File: config.mk
export PLATFORM = sky130hd
export DESIGN_NAME = key_debounce_click_longpress
export DESIGN_NICKNAME = d
export VERILOG_FILES = /design/src/kdcl_pkg.sv /design/src/kdcl_regs.sv /design/src/kdcl_core.sv /design/src/key_debounce_click_longpress.sv
export SDC_FILE = /design/constraint.sdc
export NUM_CORES = 1
export LEC_CHECK = 0
export BUFFER_PORTS_ARGS = -buffer_cell sky130_fd_sc_hd__buf_2
export CAP_MARGIN = 15
export CORE_MARGIN = 1.5
export CORE_UTILIZATION = 56
export DETAILED_ROUTE_END_ITERATION = 8
export PLACE_DENSITY_LB_ADDON = 0.2
export SLEW_MARGIN = 20
export SYNTH_ARGS = -nofsm -noshare
export SYNTH_HDL_FRONTEND = slang
export SYNTH_SLANG_ARGS = --single-unit
File: constraint.sdc
create_clock -name clk -period 2.85 [get_ports clk]
set_input_delay 0.4275 -clock clk [delete_from_list [all_inputs] [get_ports clk]]
set_output_delay 0.4275 -clock clk [all_outputs]
set_load 0.01 [all_outputs]
File: src/kdcl_pkg.sv
package kdcl_pkg;

  // field widths
  localparam int unsigned STABLE_W = 8;
  localparam int unsigned CLICK_W  = 4;
  localparam int unsigned TICK_W   = 16;
  localparam int unsigned EVENT_W  = 5;

  // configuration port
  localparam int unsigned CFG_IDX_W  = 3;
  localparam int unsigned CFG_DATA_W = 16;

  // held-tick counter saturates here
  localparam logic [TICK_W-1:0] PRESS_COUNT_CAP = 16'hFFFF;

  // register indexes
  localparam logic [CFG_IDX_W-1:0] REG_DEBOUNCE_LIMIT      = 3'd0;
  localparam logic [CFG_IDX_W-1:0] REG_MULTI_CLICK_ENABLE  = 3'd1;
  localparam logic [CFG_IDX_W-1:0] REG_MULTI_CLICK_MAX     = 3'd2;
  localparam logic [CFG_IDX_W-1:0] REG_CLICK_WINDOW        = 3'd3;
  localparam logic [CFG_IDX_W-1:0] REG_PRESS_VALID_TICKS   = 3'd4;
  localparam logic [CFG_IDX_W-1:0] REG_PRESS_LONG_TICKS    = 3'd5;
  localparam logic [CFG_IDX_W-1:0] REG_PRESS_LONGER_TICKS  = 3'd6;
  localparam logic [CFG_IDX_W-1:0] REG_PRESS_LONGEST_TICKS = 3'd7;

  // event codes; click counts use the codes in between
  localparam logic [EVENT_W-1:0] EV_NONE    = 5'd0;
  localparam logic [EVENT_W-1:0] EV_SINGLE  = 5'd1;
  localparam logic [EVENT_W-1:0] EV_LONG    = 5'd15;
  localparam logic [EVENT_W-1:0] EV_LONGER  = 5'd16;
  localparam logic [EVENT_W-1:0] EV_LONGEST = 5'd17;

  typedef struct packed {
    logic [STABLE_W-1:0] debounce_limit;
    logic                multi_click_enable;
    logic [CLICK_W-1:0]  multi_click_max;
    logic [TICK_W-1:0]   click_window;
    logic [TICK_W-1:0]   press_valid_ticks;
    logic [TICK_W-1:0]   press_long_ticks;
    logic [TICK_W-1:0]   press_longer_ticks;
    logic [TICK_W-1:0]   press_longest_ticks;
  } cfg_t;

  typedef struct packed {
    logic               debounced_level;
    logic               release_edge;
    logic [EVENT_W-1:0] event_code;
    logic               press_valid;
  } result_t;

endpackage

File: src/kdcl_regs.sv
module kdcl_regs (
  input  logic                           clk,
  input  logic                           rst_n,
  input  logic                           cfg_wr_en,
  input  logic [kdcl_pkg::CFG_IDX_W-1:0]  cfg_index,
  input  logic [kdcl_pkg::CFG_DATA_W-1:0] cfg_data,
  output kdcl_pkg::cfg_t                 cfg
);

  kdcl_pkg::cfg_t cfg_r;
  kdcl_pkg::cfg_t cfg_nxt;

  // register decode
  always_comb begin
    cfg_nxt = cfg_r;
    if (cfg_wr_en) begin
      unique case (cfg_index)
        kdcl_pkg::REG_DEBOUNCE_LIMIT:
          cfg_nxt.debounce_limit = cfg_data[kdcl_pkg::STABLE_W-1:0];
        kdcl_pkg::REG_MULTI_CLICK_ENABLE:
          cfg_nxt.multi_click_enable = cfg_data[0];
        kdcl_pkg::REG_MULTI_CLICK_MAX:
          cfg_nxt.multi_click_max = cfg_data[kdcl_pkg::CLICK_W-1:0];
        kdcl_pkg::REG_CLICK_WINDOW:
          cfg_nxt.click_window = cfg_data[kdcl_pkg::TICK_W-1:0];
        kdcl_pkg::REG_PRESS_VALID_TICKS:
          cfg_nxt.press_valid_ticks = cfg_data[kdcl_pkg::TICK_W-1:0];
        kdcl_pkg::REG_PRESS_LONG_TICKS:
          cfg_nxt.press_long_ticks = cfg_data[kdcl_pkg::TICK_W-1:0];
        kdcl_pkg::REG_PRESS_LONGER_TICKS:
          cfg_nxt.press_longer_ticks = cfg_data[kdcl_pkg::TICK_W-1:0];
        kdcl_pkg::REG_PRESS_LONGEST_TICKS:
          cfg_nxt.press_longest_ticks = cfg_data[kdcl_pkg::TICK_W-1:0];
        default: ;
      endcase
    end
  end

  always_ff @(posedge clk) begin
    if (!rst_n) begin
      cfg_r.debounce_limit      <= 8'd3;
      cfg_r.multi_click_enable  <= 1'b1;
      cfg_r.multi_click_max     <= 4'd5;
      cfg_r.click_window        <= 16'd30;
      cfg_r.press_valid_ticks   <= 16'd50;
      cfg_r.press_long_ticks    <= 16'd100;
      cfg_r.press_longer_ticks  <= 16'd300;
      cfg_r.press_longest_ticks <= 16'd600;
    end else begin
      cfg_r <= cfg_nxt;
    end
  end

  assign cfg = cfg_r;

endmodule

File: src/kdcl_core.sv
module kdcl_core (
  input  logic              clk,
  input  logic              rst_n,
  input  logic              step,
  input  logic              raw_level,
  input  kdcl_pkg::cfg_t    cfg,
  output kdcl_pkg::result_t result
);

  logic                          last_raw_r, last_raw_nxt;
  logic [kdcl_pkg::STABLE_W-1:0] stable_count_r, stable_count_nxt;
  logic                          debounced_r, debounced_nxt;
  logic                          prev_debounced_r, prev_debounced_nxt;
  logic [kdcl_pkg::CLICK_W-1:0]  click_count_r, click_count_nxt;
  logic [kdcl_pkg::TICK_W-1:0]   window_count_r, window_count_nxt;
  logic [kdcl_pkg::TICK_W-1:0]   press_count_r, press_count_nxt;
  logic                          press_seen_r, press_seen_nxt;

  logic                          edge_rise;
  logic [kdcl_pkg::EVENT_W-1:0]  event_code;
  logic [kdcl_pkg::TICK_W-1:0]   window_dec;

  // one tick: debounce, edge, click window, press timing
  always_comb begin
    last_raw_nxt       = last_raw_r;
    stable_count_nxt   = stable_count_r;
    debounced_nxt      = debounced_r;
    click_count_nxt    = click_count_r;
    window_count_nxt   = window_count_r;
    press_count_nxt    = press_count_r;
    press_seen_nxt     = press_seen_r;
    event_code         = kdcl_pkg::EV_NONE;

    // debounce
    if (raw_level == last_raw_r) begin
      if (stable_count_r >= cfg.debounce_limit) begin
        debounced_nxt = raw_level;
      end else begin
        stable_count_nxt = stable_count_r + 8'd1;
      end
    end else begin
      stable_count_nxt = '0;
      last_raw_nxt     = raw_level;
    end

    // release edge
    edge_rise          = debounced_nxt & ~prev_debounced_r;
    prev_debounced_nxt = debounced_nxt;

    // click window
    window_dec       = (window_count_r != '0) ? window_count_r - 16'd1 : '0;
    window_count_nxt = window_dec;
    if (edge_rise) begin
      if (press_seen_r) begin
        press_seen_nxt = 1'b0;
      end else if (cfg.multi_click_enable) begin
        if (click_count_r < cfg.multi_click_max) begin
          click_count_nxt = click_count_r + 4'd1;
        end
        window_count_nxt = cfg.click_window;
      end else begin
        event_code      = kdcl_pkg::EV_SINGLE;
        click_count_nxt = '0;
      end
    end else if (window_dec == '0) begin
      // window expired: report an in-range count, drop a capped one
      if (click_count_r != '0 && click_count_r < cfg.multi_click_max) begin
        event_code = {1'b0, click_count_r};
      end
      click_count_nxt = '0;
    end

    // press timing, later thresholds take priority
    if (!debounced_nxt) begin
      if (press_count_r != kdcl_pkg::PRESS_COUNT_CAP) begin
        press_count_nxt = press_count_r + 16'd1;
      end
      if (press_count_nxt == cfg.press_valid_ticks) press_seen_nxt = 1'b1;
      if (press_count_nxt == cfg.press_long_ticks) event_code = kdcl_pkg::EV_LONG;
      if (press_count_nxt == cfg.press_longer_ticks) event_code = kdcl_pkg::EV_LONGER;
      if (press_count_nxt == cfg.press_longest_ticks) event_code = kdcl_pkg::EV_LONGEST;
    end else begin
      press_count_nxt = '0;
      press_seen_nxt  = 1'b0;
    end

    result.debounced_level = debounced_nxt;
    result.release_edge    = edge_rise;
    result.event_code      = event_code;
    result.press_valid     = press_seen_nxt;
  end

  // state advances once per transfer into the result register
  always_ff @(posedge clk) begin
    if (!rst_n) begin
      last_raw_r       <= 1'b1;
      stable_count_r   <= '0;
      debounced_r      <= 1'b1;
      prev_debounced_r <= 1'b1;
      click_count_r    <= '0;
      window_count_r   <= '0;
      press_count_r    <= '0;
      press_seen_r     <= 1'b0;
    end else if (step) begin
      last_raw_r       <= last_raw_nxt;
      stable_count_r   <= stable_count_nxt;
      debounced_r      <= debounced_nxt;
      prev_debounced_r <= prev_debounced_nxt;
      click_count_r    <= click_count_nxt;
      window_count_r   <= window_count_nxt;
      press_count_r    <= press_count_nxt;
      press_seen_r     <= press_seen_nxt;
    end
  end

endmodule

File: src/key_debounce_click_longpress.sv
// Each tick passes the input register and then the output register; its result is
// captured into the output register when the tick leaves the input register.
// Throughput: one tick per cycle while the output is not stalled; the single state
// update between the input register and the output register sets that rate.
// Reset (rst_n low, synchronous): key state returns to released, counters clear,
// configuration returns to its defaults and both pipeline registers empty.
module key_debounce_click_longpress (
  input  logic                           clk,
  input  logic                           rst_n,
  input  logic                           in_valid,
  output logic                           in_stall,
  input  logic                           in_raw_level,
  output logic                           out_valid,
  input  logic                           out_stall,
  output logic                           out_debounced_level,
  output logic                           out_release_edge,
  output logic [kdcl_pkg::EVENT_W-1:0]   out_event_code,
  output logic                           out_press_valid,
  input  logic                           cfg_wr_en,
  input  logic [kdcl_pkg::CFG_IDX_W-1:0]  cfg_index,
  input  logic [kdcl_pkg::CFG_DATA_W-1:0] cfg_data
);

  kdcl_pkg::cfg_t    cfg;
  kdcl_pkg::result_t result;
  kdcl_pkg::result_t res_r;

  logic in_valid_r;
  logic in_raw_r;
  logic out_valid_r;
  logic advance;
  logic in_xfer;

  kdcl_regs u_regs (
    .clk       (clk),
    .rst_n     (rst_n),
    .cfg_wr_en (cfg_wr_en),
    .cfg_index (cfg_index),
    .cfg_data  (cfg_data),
    .cfg       (cfg)
  );

  // input register moves on when the output register is free or draining
  assign advance  = in_valid_r & (~out_valid_r | ~out_stall);
  assign in_stall = in_valid_r & ~advance;
  assign in_xfer  = in_valid & ~in_stall;

  kdcl_core u_core (
    .clk       (clk),
    .rst_n     (rst_n),
    .step      (advance),
    .raw_level (in_raw_r),
    .cfg       (cfg),
    .result    (result)
  );

  // input register
  always_ff @(posedge clk) begin
    if (!rst_n) begin
      in_valid_r <= 1'b0;
    end else if (in_xfer) begin
      in_valid_r <= 1'b1;
    end else if (advance) begin
      in_valid_r <= 1'b0;
    end
  end

  always_ff @(posedge clk) begin
    if (in_xfer) begin
      in_raw_r <= in_raw_level;
    end
  end

  // result register
  always_ff @(posedge clk) begin
    if (!rst_n) begin
      out_valid_r <= 1'b0;
    end else if (advance) begin
      out_valid_r <= 1'b1;
    end else if (!out_stall) begin
      out_valid_r <= 1'b0;
    end
  end

  always_ff @(posedge clk) begin
    if (advance) begin
      res_r <= result;
    end
  end

  assign out_valid           = out_valid_r;
  assign out_debounced_level = res_r.debounced_level;
  assign out_release_edge    = res_r.release_edge;
  assign out_event_code      = res_r.event_code;
  assign out_press_valid     = res_r.press_valid;

`ifndef SYNTH
  // a release edge always shows the key released
  assert property (@(posedge clk) disable iff (!rst_n)
    out_valid_r && res_r.release_edge |-> res_r.debounced_level)
    else $error("release edge with key still pressed");

  // a valid press only exists while the key is held
  assert property (@(posedge clk) disable iff (!rst_n)
    out_valid_r && res_r.press_valid |-> !res_r.debounced_level)
    else $error("press valid while released");

  // press events only come while the key is held
  assert property (@(posedge clk) disable iff (!rst_n)
    out_valid_r && (res_r.event_code == kdcl_pkg::EV_LONG ||
      res_r.event_code == kdcl_pkg::EV_LONGER ||
      res_r.event_code == kdcl_pkg::EV_LONGEST) |-> !res_r.debounced_level)
    else $error("press event while released");

  // a pending tick leaves the input register only into a free result slot
  assert property (@(posedge clk) disable iff (!rst_n)
    in_valid_r && out_valid_r && out_stall |=> in_valid_r)
    else $error("tick lost while output stalled");
`endif

endmodule

# Word-level counts from Yosys, hierarchy flattened
# Index checks and enable logic that the tools add are counted.
# W data, S select, Z words.
# word_totals
regBits	151
input_bits	25
output_inout_bits	10
wordCells	106
# op_classes
n_addsub	4
n_lt_le_gt_ge	2
eq_ne	17
muxes	32
bitwise	11
n_reduce_logical	18
# op_table
cell	count
$mux W16	7
$eq A16 B16 Y1	4
$mux W5	7
$mux W4	6
$reduce_and A2 Y1	10
$add A16 B1 Y16 const B	1
$logic_not A16 Y1	1
$mux W8	2
$ne A16 B16 Y1 const B	1
$reduce_bool A16 Y1	1
$sub A16 B1 Y16 const B	1
$eq A3 B3 Y1 const B	4
$mux W1	10
$add A8 B1 Y8 const B	1
$ge A8 B8 Y1	1
$eq A3 B2 Y1 const B	2
$not A1 Y1	6
$add A4 B1 Y4 const B	1
$and A1 B1 Y1	4
$lt A4 B4 Y1	1
$ne A2 B2 Y1 const B	2
$reduce_and A4 Y1	1
$reduce_bool A2 Y1	2
$reduce_bool A4 Y1	1
7 further kinds	7

# Depth between registers and ports, before layout
# Gate-level depths: netlist (run 1).
# depth
word_depth	9
ltp_mapped	12
ltp_nobuf	11

# Modules after synthesis
# A second synthesis (run 1) with hierarchy kept.
# unflattened
hier_cells	969
hier_area_um2	8445.6
# modules_own_cells
mod	n_inst	cells_per_inst	area_per_inst_um2	seq_area_each_um2
kdcl_core	1	610	4521.8	940.9
kdcl_regs	1	342	3569.7	1861.8
key_debounce_click_longpress	1	17	354.1	310.3

# Worst setup path before layout (run 1)
# OpenSTA, ideal clock, no wires.
# synth_timing
path_type	reg-to-reg
start	register u_core.press_count_r[0] in the netlist's numbering
end	register res_r, in the netlist out_event_code[1], data pin
t_arrival_ns	2.845
t_required_ns	2.575
slack_ns	-0.270
path_stages_with_launch	11
path_buffers	1
synth_period_minus_slack_ns	3.120
path_cell_list	dfxtp_1 -> ha_1 -> clkbuf_1 -> nand3_1 -> nor4_1 -> mux2i_1 -> xor2_1 -> o2111ai_1 -> nor4_1 -> o21bai_1 -> a22oi_1
# synth_lines
item	line	text
from (decl)	kdcl_core.sv:16	logic [kdcl_pkg::TICK_W-1:0] press_count_r, press_count_nxt;
from (signal assigned)	kdcl_core.sv:111	press_count_r <= press_count_nxt;
to (signal assigned)	key_debounce_click_longpress.sv:87	res_r <= result;
to (decl)	key_debounce_click_longpress.sv:26	kdcl_pkg::result_t res_r;

==> results.txt, run 1 <==
----------------------------------------------------
[Pwr]
  Total power divided by cell area ... roughly 500 nW/µm²
  Part of the power in the clock network ... 43.1%
  Reported leakage power ... between 4 and 5 nW
  Part of the total power dissipated in sequential elements ... a little over two fifths
  Internal power of the cells ... roughly 0.0038 W
  VDD IR-drop max ... about 520 µV
  Switching part of the total power ... 29.1%
  Power share of the combinational group ... 14.6%
  Net switching component of the power ... 0.00154 W

[Timing]
  Final setup viols ... 0
  Upper clock frequency limit ... between 0.3 and 0.4 GHz
  Min Tclk post-route ... 2820 ps
  Max-slew violations ... 0
  Hold violation count in the final report ... 0
  Worst setup slack after layout ... about 25 ps
  Slew HR ... 51.4%
  Share of the cycle needed by the critical path after routing ... 99.1%
  Clk_skew ... between 9 and 10 ps
  Measured slew at the worst slew-check pin ... just over 700 ps
  Total negative slack ... 0 ps

[Yosys]
  Most frequently used flop master after synthesis ... dfxtp_1
  Post-synthesis cell type count ... between 70 and 80
  Synthesized netlist net count ... around 1200
  Post-synthesis sequential element count ... between 150 and 200
  Async set or reset register ratio after synthesis ... 0%
  Portion of the post-synthesis area used by sequential elements ... 35.7%
  Synthesis warning total ... 0
  Average cell area after synthesis ... between 7 and 8 µm²
  Number of flops mapped to enable cells by yosys ... 9
  Synth Cell Area ... slightly below 9000 µm²
  Number of instances in the synthesized netlist ... 1115

[Setup path]
  Critical-path top delay cell ... nor4_2
  Worst EP required ... slightly above 3000 ps
  Maximum fanout count along the critical path ... 5
  Max incr delay on CP ... 470 ps
  Kind of capture point of the worst setup path ... flop
  Start-to-end type of the worst setup path ... flop to flop
  Cells along the critical path ... ha_4 > nand3_2 > nor4_2 > xnor2_2 > and2_1 > o21ai_0 > and4b_1 > a31oi_1 > a211oi_1
  Arr. time, crit path ... 3070 ps
  Kind of start point of the critical path ... flop

[CTS]
  Number of buffers inserted during clock tree synthesis ... 17
  Latest clock arrival within the worst-skew pair ... ~440 ps
  CTS tree ... yes
  Number of hold buffers added after cts ... 0
  Clk slew on worst S/H paths ... 70 ps
  Deepest level of the CTS H-tree ... 4
  Bufs on Longest Clock Path ... 2
  Total clock sinks ... between 150 and 200
  Clk Tree Root Cell ... clkbuf_16

[Placed design]
  DPL Wire Length ... 20700 µm
  Instance area after placement ... roughly 9700 µm²
  Worst setup slack after placement ... -85.5 ps
  Last weighted congestion value of the routability-driven placer ... between 1 and 1.5
  Total of buffers placed on input and output ports ... 34

[Hold path]
  Worst hold path class ... primary input to flop

[Drt]
  Routed length per instance ... between 20 and 25 µm
  Remaining number of nets flagged by the antenna check after routing ... 0
  Via count ... a little under 9000
  Avg Vias per Cell ... 6.31
  Remaining routing DRC violations ... 0
  Initial detailed-routing violation count ... ~1100
  First-pass iteration count of the detailed router ... 6
  Post-Route WL ... a little under 30000 µm

[Final layout]
  Leading cell type in the layout, fill and taps excluded ... nand2_1
  Final cell utilization of the core ... 70.1%
  Diodes inserted ... 0
  Most frequent cells in the layout ... nand2_1, dfxtp_1, buf_4
  Fraction of layout instances using a drive strength above 1 ... 20.8%
  Layout overhead on the synthesized area ... 22.4%
  Final layout net count ... approximately 1300
  Post-layout instance area ... roughly 11000 µm²

[Floorplanning]
  Standard cell core area ... roughly 15000 µm²
  Full die area ... ~16000 µm²
  Std cell rows ... 45
  Starting utilization of the core area ... between 50% and 60%
  Die X-Extent ... between 100 and 150 µm
  Top Ports ... 35
  Chip height ... 128 µm

[GRT]
  First-pass GRT wire length ... around 44000 µm
  Maximum number of pins on one net before global-route repair ... 65
  Initial antenna violation count ... 1
  Total congestion overflow after global routing ... 0
  Number of global-route vias before repair ... approximately 8100
  GRT Total Usage ... 35.6%

[Flow run]
  Number of max-cap violations ... 0

[Run status]
  Status ... complete, no violations

----------------------------------------------------
per-layer routing:
layer	track usage [%]	part of all wire [%]	wire length [µm]
met1	52.8	44	12800
met2	51.8	43	12400
met3	7.89	11	3120
met4	10.6	2.4	709
met5	0	0	0
cell families after synthesis:
kind of cell / Yosys count / synth area share [%]
xor gates and xnor gates: 69 / 7.73
AOI/OAI and AO/OA: 264 / 20.6
and+or+nand+nor: 499 / 27.6
adders and majority gates: 16 / 2.30
buffers and inverters: 105 / 4.78
DFF: 151 / 35.7
muxes: 11 / 1.26
registers in the layout, indices dropped and copies added (netlist names), 4 cells and up:
| register | count |
|---|---|
| u_core.press_count_r | 16 |
| u_core.stable_count_r | 8 |
| u_core.window_count_r | 16 |
| u_core.click_count_r | 4 |
| u_regs.cfg | 93 |
| out_event_code | 5 |
per-stage QoR:
step | cells | hold WS [ps] | power, W
after CTS | 1407 | 168 | 0.00528
after floorplan | 1115 | 436 | 0.00278
after global routing | 1411 | 169 | 0.00547
after global placement | 1375 | 443 | 0.00302
after detailed placement | 1375 | 447 | 0.00303
final | 1411 | 171 | 0.00532
power by group through the flow:
stage          sequential, W  clock (W)  combinational, W
2_1_floorplan        0.00228          0          0.000505
3_3_place_gp         0.00229          0          0.000727
3_5_place_dp         0.00229          0          0.000732
4_1_cts              0.00225    0.00230          0.000739
5_1_grt              0.00225    0.00239          0.000832
6_report             0.00225    0.00229          0.000775
critical path, delay by kind of cell (launching register included):
family,cells,cell delay (ps)
adder cells (fa/ha/maj),1,160
XOR/XNOR,1,240
AO/OA/AOI/OAI,3,550
flip-flops,1,370
AND/OR/NAND/NOR,4,1310
worst paths after layout:
check,startpoint,end,slack [ps],depth (start not counted)
min reg2reg,u_regs.cfg[87]$_SDFFE_PN0P_,u_regs.cfg[87]$_SDFFE_PN0P_,450,2
max reg2reg,u_core.press_count_r[1]$_SDFFE_PN0P_,out_event_code[0]$_DFFE_PP_,30,9
min,in_raw_level,in_raw_r$_DFFE_PP_,170,1
max,u_core.press_count_r[1]$_SDFFE_PN0P_,out_event_code[0]$_DFFE_PP_,30,9
Yosys cell counts (11+ instances only):
| cell | instances | area share, % |
|---|---|---|
| a21oi_1 | 89 | 5.1 |
| nor4_1 | 14 | 1.0 |
| o211ai_1 | 14 | 1.2 |
| o21ai_0 | 36 | 2.1 |
| and2_1 | 13 | 0.93 |
| a21boi_0 | 14 | 1.2 |
| nand3_1 | 49 | 2.8 |
| nor2_1 | 62 | 2.7 |
| xnor2_1 | 36 | 3.6 |
| clkbuf_1 | 64 | 2.8 |
| or3_1 | 12 | 0.86 |
| xor2_1 | 28 | 2.8 |
| and3_1 | 12 | 0.86 |
| nand4_1 | 24 | 1.7 |
| inv_1 | 28 | 1.2 |
| dfxtp_1 | 142 | 33 |
| ha_1 | 16 | 2.3 |
| nor3_1 | 19 | 1.1 |
| nand2_1 | 235 | 10 |
| mux2i_1 | 11 | 1.3 |
final cells by class:
class                      count  area, µm²
fill                        1263       4540
clock buffer                  19        443
tap                          188        235
timing repair buffer         151       1100
inverter                      30        113
multi-input combinational    859       5500
clock inverter                13        146
sequential                   151       3120
what timing repair did:
item                                    in CTS  in global routing
pin swaps                                    1                 11
resized for setup                            7                 63
buffers inserted                             0                  4
endpoints found under the setup margin      14                 15
(Power assumes the default switching activity.)
==> run 2: changes to the inputs <==
BUFFER_PORTS_ARGS = -buffer_cell sky130_fd_sc_hd__buf_4   (was -buffer_cell sky130_fd_sc_hd__buf_2)
CAP_MARGIN = 10   (was 15)
CELL_PAD_IN_SITES_DETAIL_PLACEMENT = 1   (was not set)
CELL_PAD_IN_SITES_GLOBAL_PLACEMENT = 1   (was not set)
CORE_UTILIZATION = 42   (was 56)
==> run 2 against run 1 <==
The flow now finishes with violations (negative setup slack). Fmax shrank 1.8%. Power grew 2.5%. Clock-buffer cell count grew 1. Critical path type unchanged. Largest power group unchanged. Design area grew 4.6%. Critical endpoint unchanged. Flip-flop and latch count is the same. Non-clock buffer count grew 45. Sequential power is essentially flat.
==> results.txt, run 2 (synthesized netlist as in run 1, its figures left out) <==
----------------------------------------------------
[Run status]
  Status ... finished, violations left
  Violations in the final reports ... negative setup slack

[Setup path]
  Worst EP required ... 3020 ps (-80 ps)
  Worst path bufs/invs ... 1 (+1)
  Maximum fanout count along the critical path ... 6 (+1)
  Start-to-end type of the worst setup path ... flop to flop
  Critical-path top delay cell ... mux2i_4
  Kind of start point of the critical path ... flop
  Cells along the critical path ... nand3_2 > buf_4 > nor4_4 > mux2i_4 > xor2_1 > nand2_1 > a2111o_1 > nor4_2 > a211oi_1
  Kind of capture point of the worst setup path ... flop
  Max incr delay on CP ... 420 ps (-50 ps)
  Family of cells with the greatest summed delay on the critical path ... simple AND/OR/NAND/NOR gates
  Arr. time, crit path ... 3040 ps (-30 ps)

[Final layout]
  Final cell utilization of the core ... 54.9% (-15 points)
  Final layout net count ... 1296 (+3.6%)
  Layout overhead on the synthesized area ... 28.1%
  Fraction of layout instances using a drive strength above 1 ... 23.2% (+2.5 points)
  Flip-flop count of the largest register after layout ... 93 (unchanged)
  Leading cell type in the layout, fill and taps excluded ... nand2_1
  Most frequent cells in the layout ... nand2_1, buf_4, dfxtp_1
  Layout fillers ... 2497 (+98%)
  Diodes inserted ... 0 (unchanged)

[Flow run]
  Number of max-cap violations ... 0 (unchanged)

[Drt]
  Routed length per instance ... 22.6 µm (+9.8%)
  First-pass iteration count of the detailed router ... 5 (-1)
  Via count ... 9095 (+2.2%)
  Post-Route WL ... 34800 µm (+20%)
  Remaining routing DRC violations ... 0 (unchanged)
  Remaining number of nets flagged by the antenna check after routing ... 0 (unchanged)
  Initial detailed-routing violation count ... 545 (-49%)
  Avg Vias per Cell ... 5.92 (-6.2%)

[Timing]
  Slew HR ... 51.2% (-0.16 points)
  Max-slew violations ... 0 (unchanged)
  Worst setup slack after layout ... -25.3 ps (-50.5 ps)
  Total negative slack ... -25.3 ps (-25.3 ps)
  Final hold slack ... 170 ps (-0.660 ps)
  Final setup viols ... 1 (+1)
  Share of the cycle needed by the critical path after routing ... 101% (+1.8 points)
  Min Tclk post-route ... 2880 ps (+50.5 ps)
  Hold violation count in the final report ... 0 (unchanged)
  Clk_skew ... 11.5 ps (+2.07 ps)
  RSZ-0062 raised after global routing ... true
  Measured slew at the worst slew-check pin ... 731 ps (+5.13 ps)
  Upper clock frequency limit ... 0.348 GHz (-1.8%)

[CTS]
  Latest clock arrival within the worst-skew pair ... 430 ps (about the same)
  Bufs on Longest Clock Path ... 2 (unchanged)
  Clk Tree Root Cell ... clkbuf_16
  Number of hold buffers added after cts ... 0 (unchanged)
  Deepest level of the CTS H-tree ... 4 (unchanged)
  Clk slew on worst S/H paths ... 70 ps (about the same)
  Number of buffers inserted during clock tree synthesis ... 17 (unchanged)
  CTS tree ... yes
  Total clock sinks ... 151 (unchanged)

[GRT]
  Initial antenna violation count ... 0 (-1)
  Number of global-route vias before repair ... 9082 (+12%)
  Met2 routing resource usage after global routing ... 55.4% (+3.6 points)
  Routing usage on met1 ... 41.7% (-11 points)
  Total congestion overflow after global routing ... 0 (unchanged)
  Met3 Resource Use GR ... 5.22% (-2.7 points)
  Maximum number of pins on one net before global-route repair ... 41 (-37%)
  First-pass GRT wire length ... 53300 µm (+20%)
  Global routing's busiest layer ... met2
  GRT Total Usage ... 32.5% (-3.1 points)

[Placed design]
  Last weighted congestion value of the routability-driven placer ... 1.05 (+0.34%)
  Total of buffers placed on input and output ports ... 34 (unchanged)
  DPL Wire Length ... 25600 µm (+23%)

[Floorplanning]
  Chip height ... 147 µm (+15%)
  Standard cell core area ... 20300 µm² (+34%)
  Starting utilization of the core area ... 42.9% (-14 points)
  Die X-Extent ... 147 µm (+15%)
  Top Ports ... 35 (unchanged)
  Full die area ... 21600 µm² (+33%)
  Std cell rows ... 52 (+16%)

[Pwr]
  Total Power Consumption ... 0.00545 W (+2.5%)
  Reported leakage power ... 4.42 nW (+5.6%)
  Total power divided by cell area ... 489 nW/µm² (-2.0%)
  VDD IR-drop max ... 349 µV (-33%)

[Hold path]
  Worst hold path class ... primary input to flop

----------------------------------------------------
[run 2: cell types whose count changed in the layout (fill, tap and decap cells not counted), sizes merged]
cell	previous run	this run
clkbuf	19	20
inv	39	31
bufinv	1	3
buf	151	196
clkinv	2	5
[run 2: metrics by stage]
stage	instance area (µm²)	instances	setup WS (ps)
5_1_grt	11200	1536	-101
3_5_place_dp	10200	1492	-230
3_3_place_gp	10200	1492	-207
4_1_cts	11000	1531	13.0
2_1_floorplan	8750	1115	-40.8
6_report	11200	1536	-25.3
[run 2: worst paths after layout]
path,slack (ps),from,endpoint,cells after the start
worst max register to register,-30,u_core.press_count_r[6]$_SDFFE_PN0P_,out_event_code[0]$_DFFE_PP_,9
worst min register to register,460,u_regs.cfg[76]$_SDFFE_PN0P_,u_regs.cfg[76]$_SDFFE_PN0P_,2
worst max-delay path,-30,u_core.press_count_r[6]$_SDFFE_PN0P_,out_event_code[0]$_DFFE_PP_,9
worst min-delay path,170,in_raw_level,in_raw_r$_DFFE_PP_,1
[run 2: worst register-to-register path: cells and delay by family (launching register included)]
family | cells | cell delay, ps
flops | 1 | 410
simple gates | 4 | 900
xor+xnor | 1 | 220
buf+inv | 1 | 170
mux | 1 | 420
compound gates | 2 | 480
[run 2: layout make-up]
cell class                      instances  area, µm²  share of cell area (%)
Multi-Input combinational cell        859       5460                    48.9
Sequential cell                       151       3130                    28.1
Tap cell                              270        338                    3.03
Timing Repair Buffer                  196       1510                    13.5
Inverter                               30        114                    1.02
Clock buffer                           20        458                    4.11
Clock inverter                         10        144                    1.29
[run 2: report_power, final]
group / switching [W] / internal (W) / total (W)
Clock: 0.000968 / 0.00143 / 0.00240
Sequential: 0.0000543 / 0.00219 / 0.00224
Combinational: 0.000479 / 0.000333 / 0.000812
[run 2: what timing repair did]
item | CTS | global route
resized for setup | 40 | 33
gates cloned | 0 | 0
setup buffers | 9 | 6
pin swaps | 9 | 19
endpoints found under the setup margin | 11 | 23
[run 2: per-layer routing]
layer	up-vias	part of all wire, %
met5	-	0
met4	0	3.1
met3	62	5.2
met2	283	48
met1	4524	43
li1	4226	-
==> run 3: changes to the inputs <==
SKIP_CTS_REPAIR_TIMING = 1   (was not set)
==> run 3 against run 2 <==
The flow still finishes with violations (negative setup slack). Flip-flop and latch count did not move. Critical path depth grew 1. Clock power hardly changed. Critical endpoint is now out_event_code[2]$_DFFE_PP_. Largest power group unchanged. Highest routed layer unchanged.
==> results.txt, run 3 (synthesized netlist as in run 1, its figures left out) <==
----------------------------------------------------
[Drt]
  Post-Route WL ... 34900 µm (+0.31%)
  First-pass iteration count of the detailed router ... 5 (unchanged)
  Remaining number of nets flagged by the antenna check after routing ... 0 (unchanged)
  Routed length per instance ... 22.6 µm (about the same)
  Remaining routing DRC violations ... 0 (unchanged)
  Avg Vias per Cell ... 5.90 (-0.34%)
  Initial detailed-routing violation count ... 499 (-8.4%)
  Via count ... 9094 (-0.011%)

[Timing]
  Worst setup slack after layout ... -41.6 ps (-16.4 ps)
  Slew HR ... 52.4% (+1.1 points)
  Final setup viols ... 4 (+3)
  Measured slew at the worst slew-check pin ... 714 ps (-16.9 ps)
  Hold violation count in the final report ... 0 (unchanged)
  Share of the cycle needed by the critical path after routing ... 101% (+0.57 points)
  Upper clock frequency limit ... 0.346 GHz (-0.57%)
  Clk_skew ... 9.35 ps (-2.16 ps)
  Max-slew violations ... 0 (unchanged)
  Final hold slack ... 164 ps (-5.77 ps)
  RSZ-0062 raised after global routing ... true
  Min Tclk post-route ... 2890 ps (+16.4 ps)

[Pwr]
  Switching part of the total power ... 27.6% (+0.11 points)
  Part of the power in the clock network ... 44.0% (about the same)
  VDD IR-drop max ... 360 µV (+3.1%)
  Power share of the combinational group ... 14.9% (about the same)
  Part of the total power dissipated in sequential elements ... 41.1% (about the same)
  Total Power Consumption ... 0.00546 W (+0.13%)
  Reported leakage power ... 4.44 nW (+0.44%)
  Total power divided by cell area ... 487 nW/µm² (-0.32%)
  Net switching component of the power ... 0.00151 W (+0.54%)
  Internal power of the cells ... 0.00395 W (about the same)

[Setup path]
  Start-to-end type of the worst setup path ... flop to flop
  Kind of start point of the critical path ... flop
  Arr. time, crit path ... 3060 ps (+20 ps)
  Worst EP required ... 3020 ps (about the same)
  Kind of capture point of the worst setup path ... flop
  Maximum fanout count along the critical path ... 4 (-2)

[Final layout]
  Fraction of layout instances using a drive strength above 1 ... 23.8% (+0.54 points)
  Leading cell type in the layout, fill and taps excluded ... nand2_1
  Diodes inserted ... 0 (unchanged)
  Layout overhead on the synthesized area ... 28.6%
  Final layout net count ... 1301 (+0.39%)
  Most frequent cells in the layout ... nand2_1, buf_4, dfxtp_1
  Final cell utilization of the core ... 55.2% (+0.25 points)
  Flip-flop count of the largest register after layout ... 93 (unchanged)
  Layout fillers ... 2503 (+0.24%)
  Post-layout instance area ... 11200 µm² (+0.45%)

[Run status]
  Status ... finished, violations left
  Violations in the final reports ... negative setup slack

[Placed design]
  Total of buffers placed on input and output ports ... 34 (unchanged)
  Worst setup slack after placement ... -230 ps (unchanged)
  DPL Wire Length ... 25600 µm (unchanged)
  Instance area after placement ... 10200 µm² (unchanged)
  Last weighted congestion value of the routability-driven placer ... 1.05 (unchanged)

[Floorplanning]
  Full die area ... 21600 µm² (unchanged)
  Die X-Extent ... 147 µm (unchanged)
  Standard cell core area ... 20300 µm² (unchanged)
  Top Ports ... 35 (unchanged)
  Starting utilization of the core area ... 42.9% (unchanged)
  Chip height ... 147 µm (unchanged)
  Std cell rows ... 52 (unchanged)

[CTS]
  Latest clock arrival within the worst-skew pair ... 440 ps (about the same)
  Number of buffers inserted during clock tree synthesis ... 17 (unchanged)
  Clk slew on worst S/H paths ... 70 ps (about the same)
  Bufs on Longest Clock Path ... 2 (unchanged)
  CTS tree ... yes
  Deepest level of the CTS H-tree ... 4 (unchanged)
  Total clock sinks ... 151 (unchanged)
  Clk Tree Root Cell ... clkbuf_16

[GRT]
  Number of global-route vias before repair ... 8990 (-1.0%)
  Total congestion overflow after global routing ... 0 (unchanged)
  GRT Total Usage ... 32.2% (-0.34 points)
  Initial antenna violation count ... 0 (unchanged)
  Maximum number of pins on one net before global-route repair ... 41 (unchanged)
  First-pass GRT wire length ... 52700 µm (-1.1%)

[Flow run]
  Number of max-cap violations ... 0 (unchanged)

[Hold path]
  Worst hold path class ... primary input to flop

----------------------------------------------------
## run 3: changes by cell type in the layout (fill, tap and decap cells not counted), moves of 2 or more
| cell | delta |
|---|---|
| buf_6 | -2 |
| buf_4 | +6 |
| a22oi_2 | +2 |
| nor4_2 | +2 |
| nor4_1 | -2 |
| a22oi_1 | -2 |
## run 3: per-stage QoR
stage	TNS [ps]	cells
final	-109	1541
after global placement	-1110	1492
after CTS	-1550	1522
after detailed placement	-1220	1492
after global routing	-757	1541
after floorplan	-40.8	1115
## run 3: worst paths after layout
| path | cells past startpoint | slack [ps] | startpoint | to |
|---|---|---|---|---|
| max | 10 | -40 | u_core.press_count_r[9]$_SDFFE_PN0P_ | out_event_code[2]$_DFFE_PP_ |
| max reg2reg | 10 | -40 | u_core.press_count_r[9]$_SDFFE_PN0P_ | out_event_code[2]$_DFFE_PP_ |
| min | 1 | 160 | in_raw_level | in_raw_r$_DFFE_PP_ |
| min reg2reg | 2 | 460 | u_regs.cfg[76]$_SDFFE_PN0P_ | u_regs.cfg[76]$_SDFFE_PN0P_ |
## run 3: power groups by stage
stage	clock network [W]	logic [W]	registers, W
after floorplan	0	0.000505	0.00228
after global placement	0	0.000770	0.00229
after detailed placement	0	0.000778	0.00229
after CTS	0.00241	0.000789	0.00224
after global routing	0.00251	0.000885	0.00225
final	0.00240	0.000815	0.00224
## run 3: critical path, stage by stage (launching register included)
cell	delay [ps]
dfxtp_2	330
buf_4	120
nand3_2	110
buf_6	150
nor4_4	370
mux2i_4	410
xor2_1	220
nand2_1	120
a2111o_1	460
o21bai_4	210
a22oi_1	110
## run 3: layout make-up
type / instances / area, µm² / share of cell area [%]
well taps: 270 / 338 / 3.02
clock buffers: 20 / 458 / 4.09
repair buffers: 201 / 1550 / 13.9
clock inverters: 10 / 144 / 1.28
inverters: 30 / 113 / 1.01
flip-flops and latches: 151 / 3140 / 28.0
multi-input cells: 859 / 5460 / 48.8
## run 3: layer usage
metal	up-vias	part of all wire, %	GRT usage, %
li1	4239	-	-
met1	4559	44	41.5
met2	241	49	54.7
met3	55	4.4	5.00
met4	0	2.7	11.2
met5	-	0	0
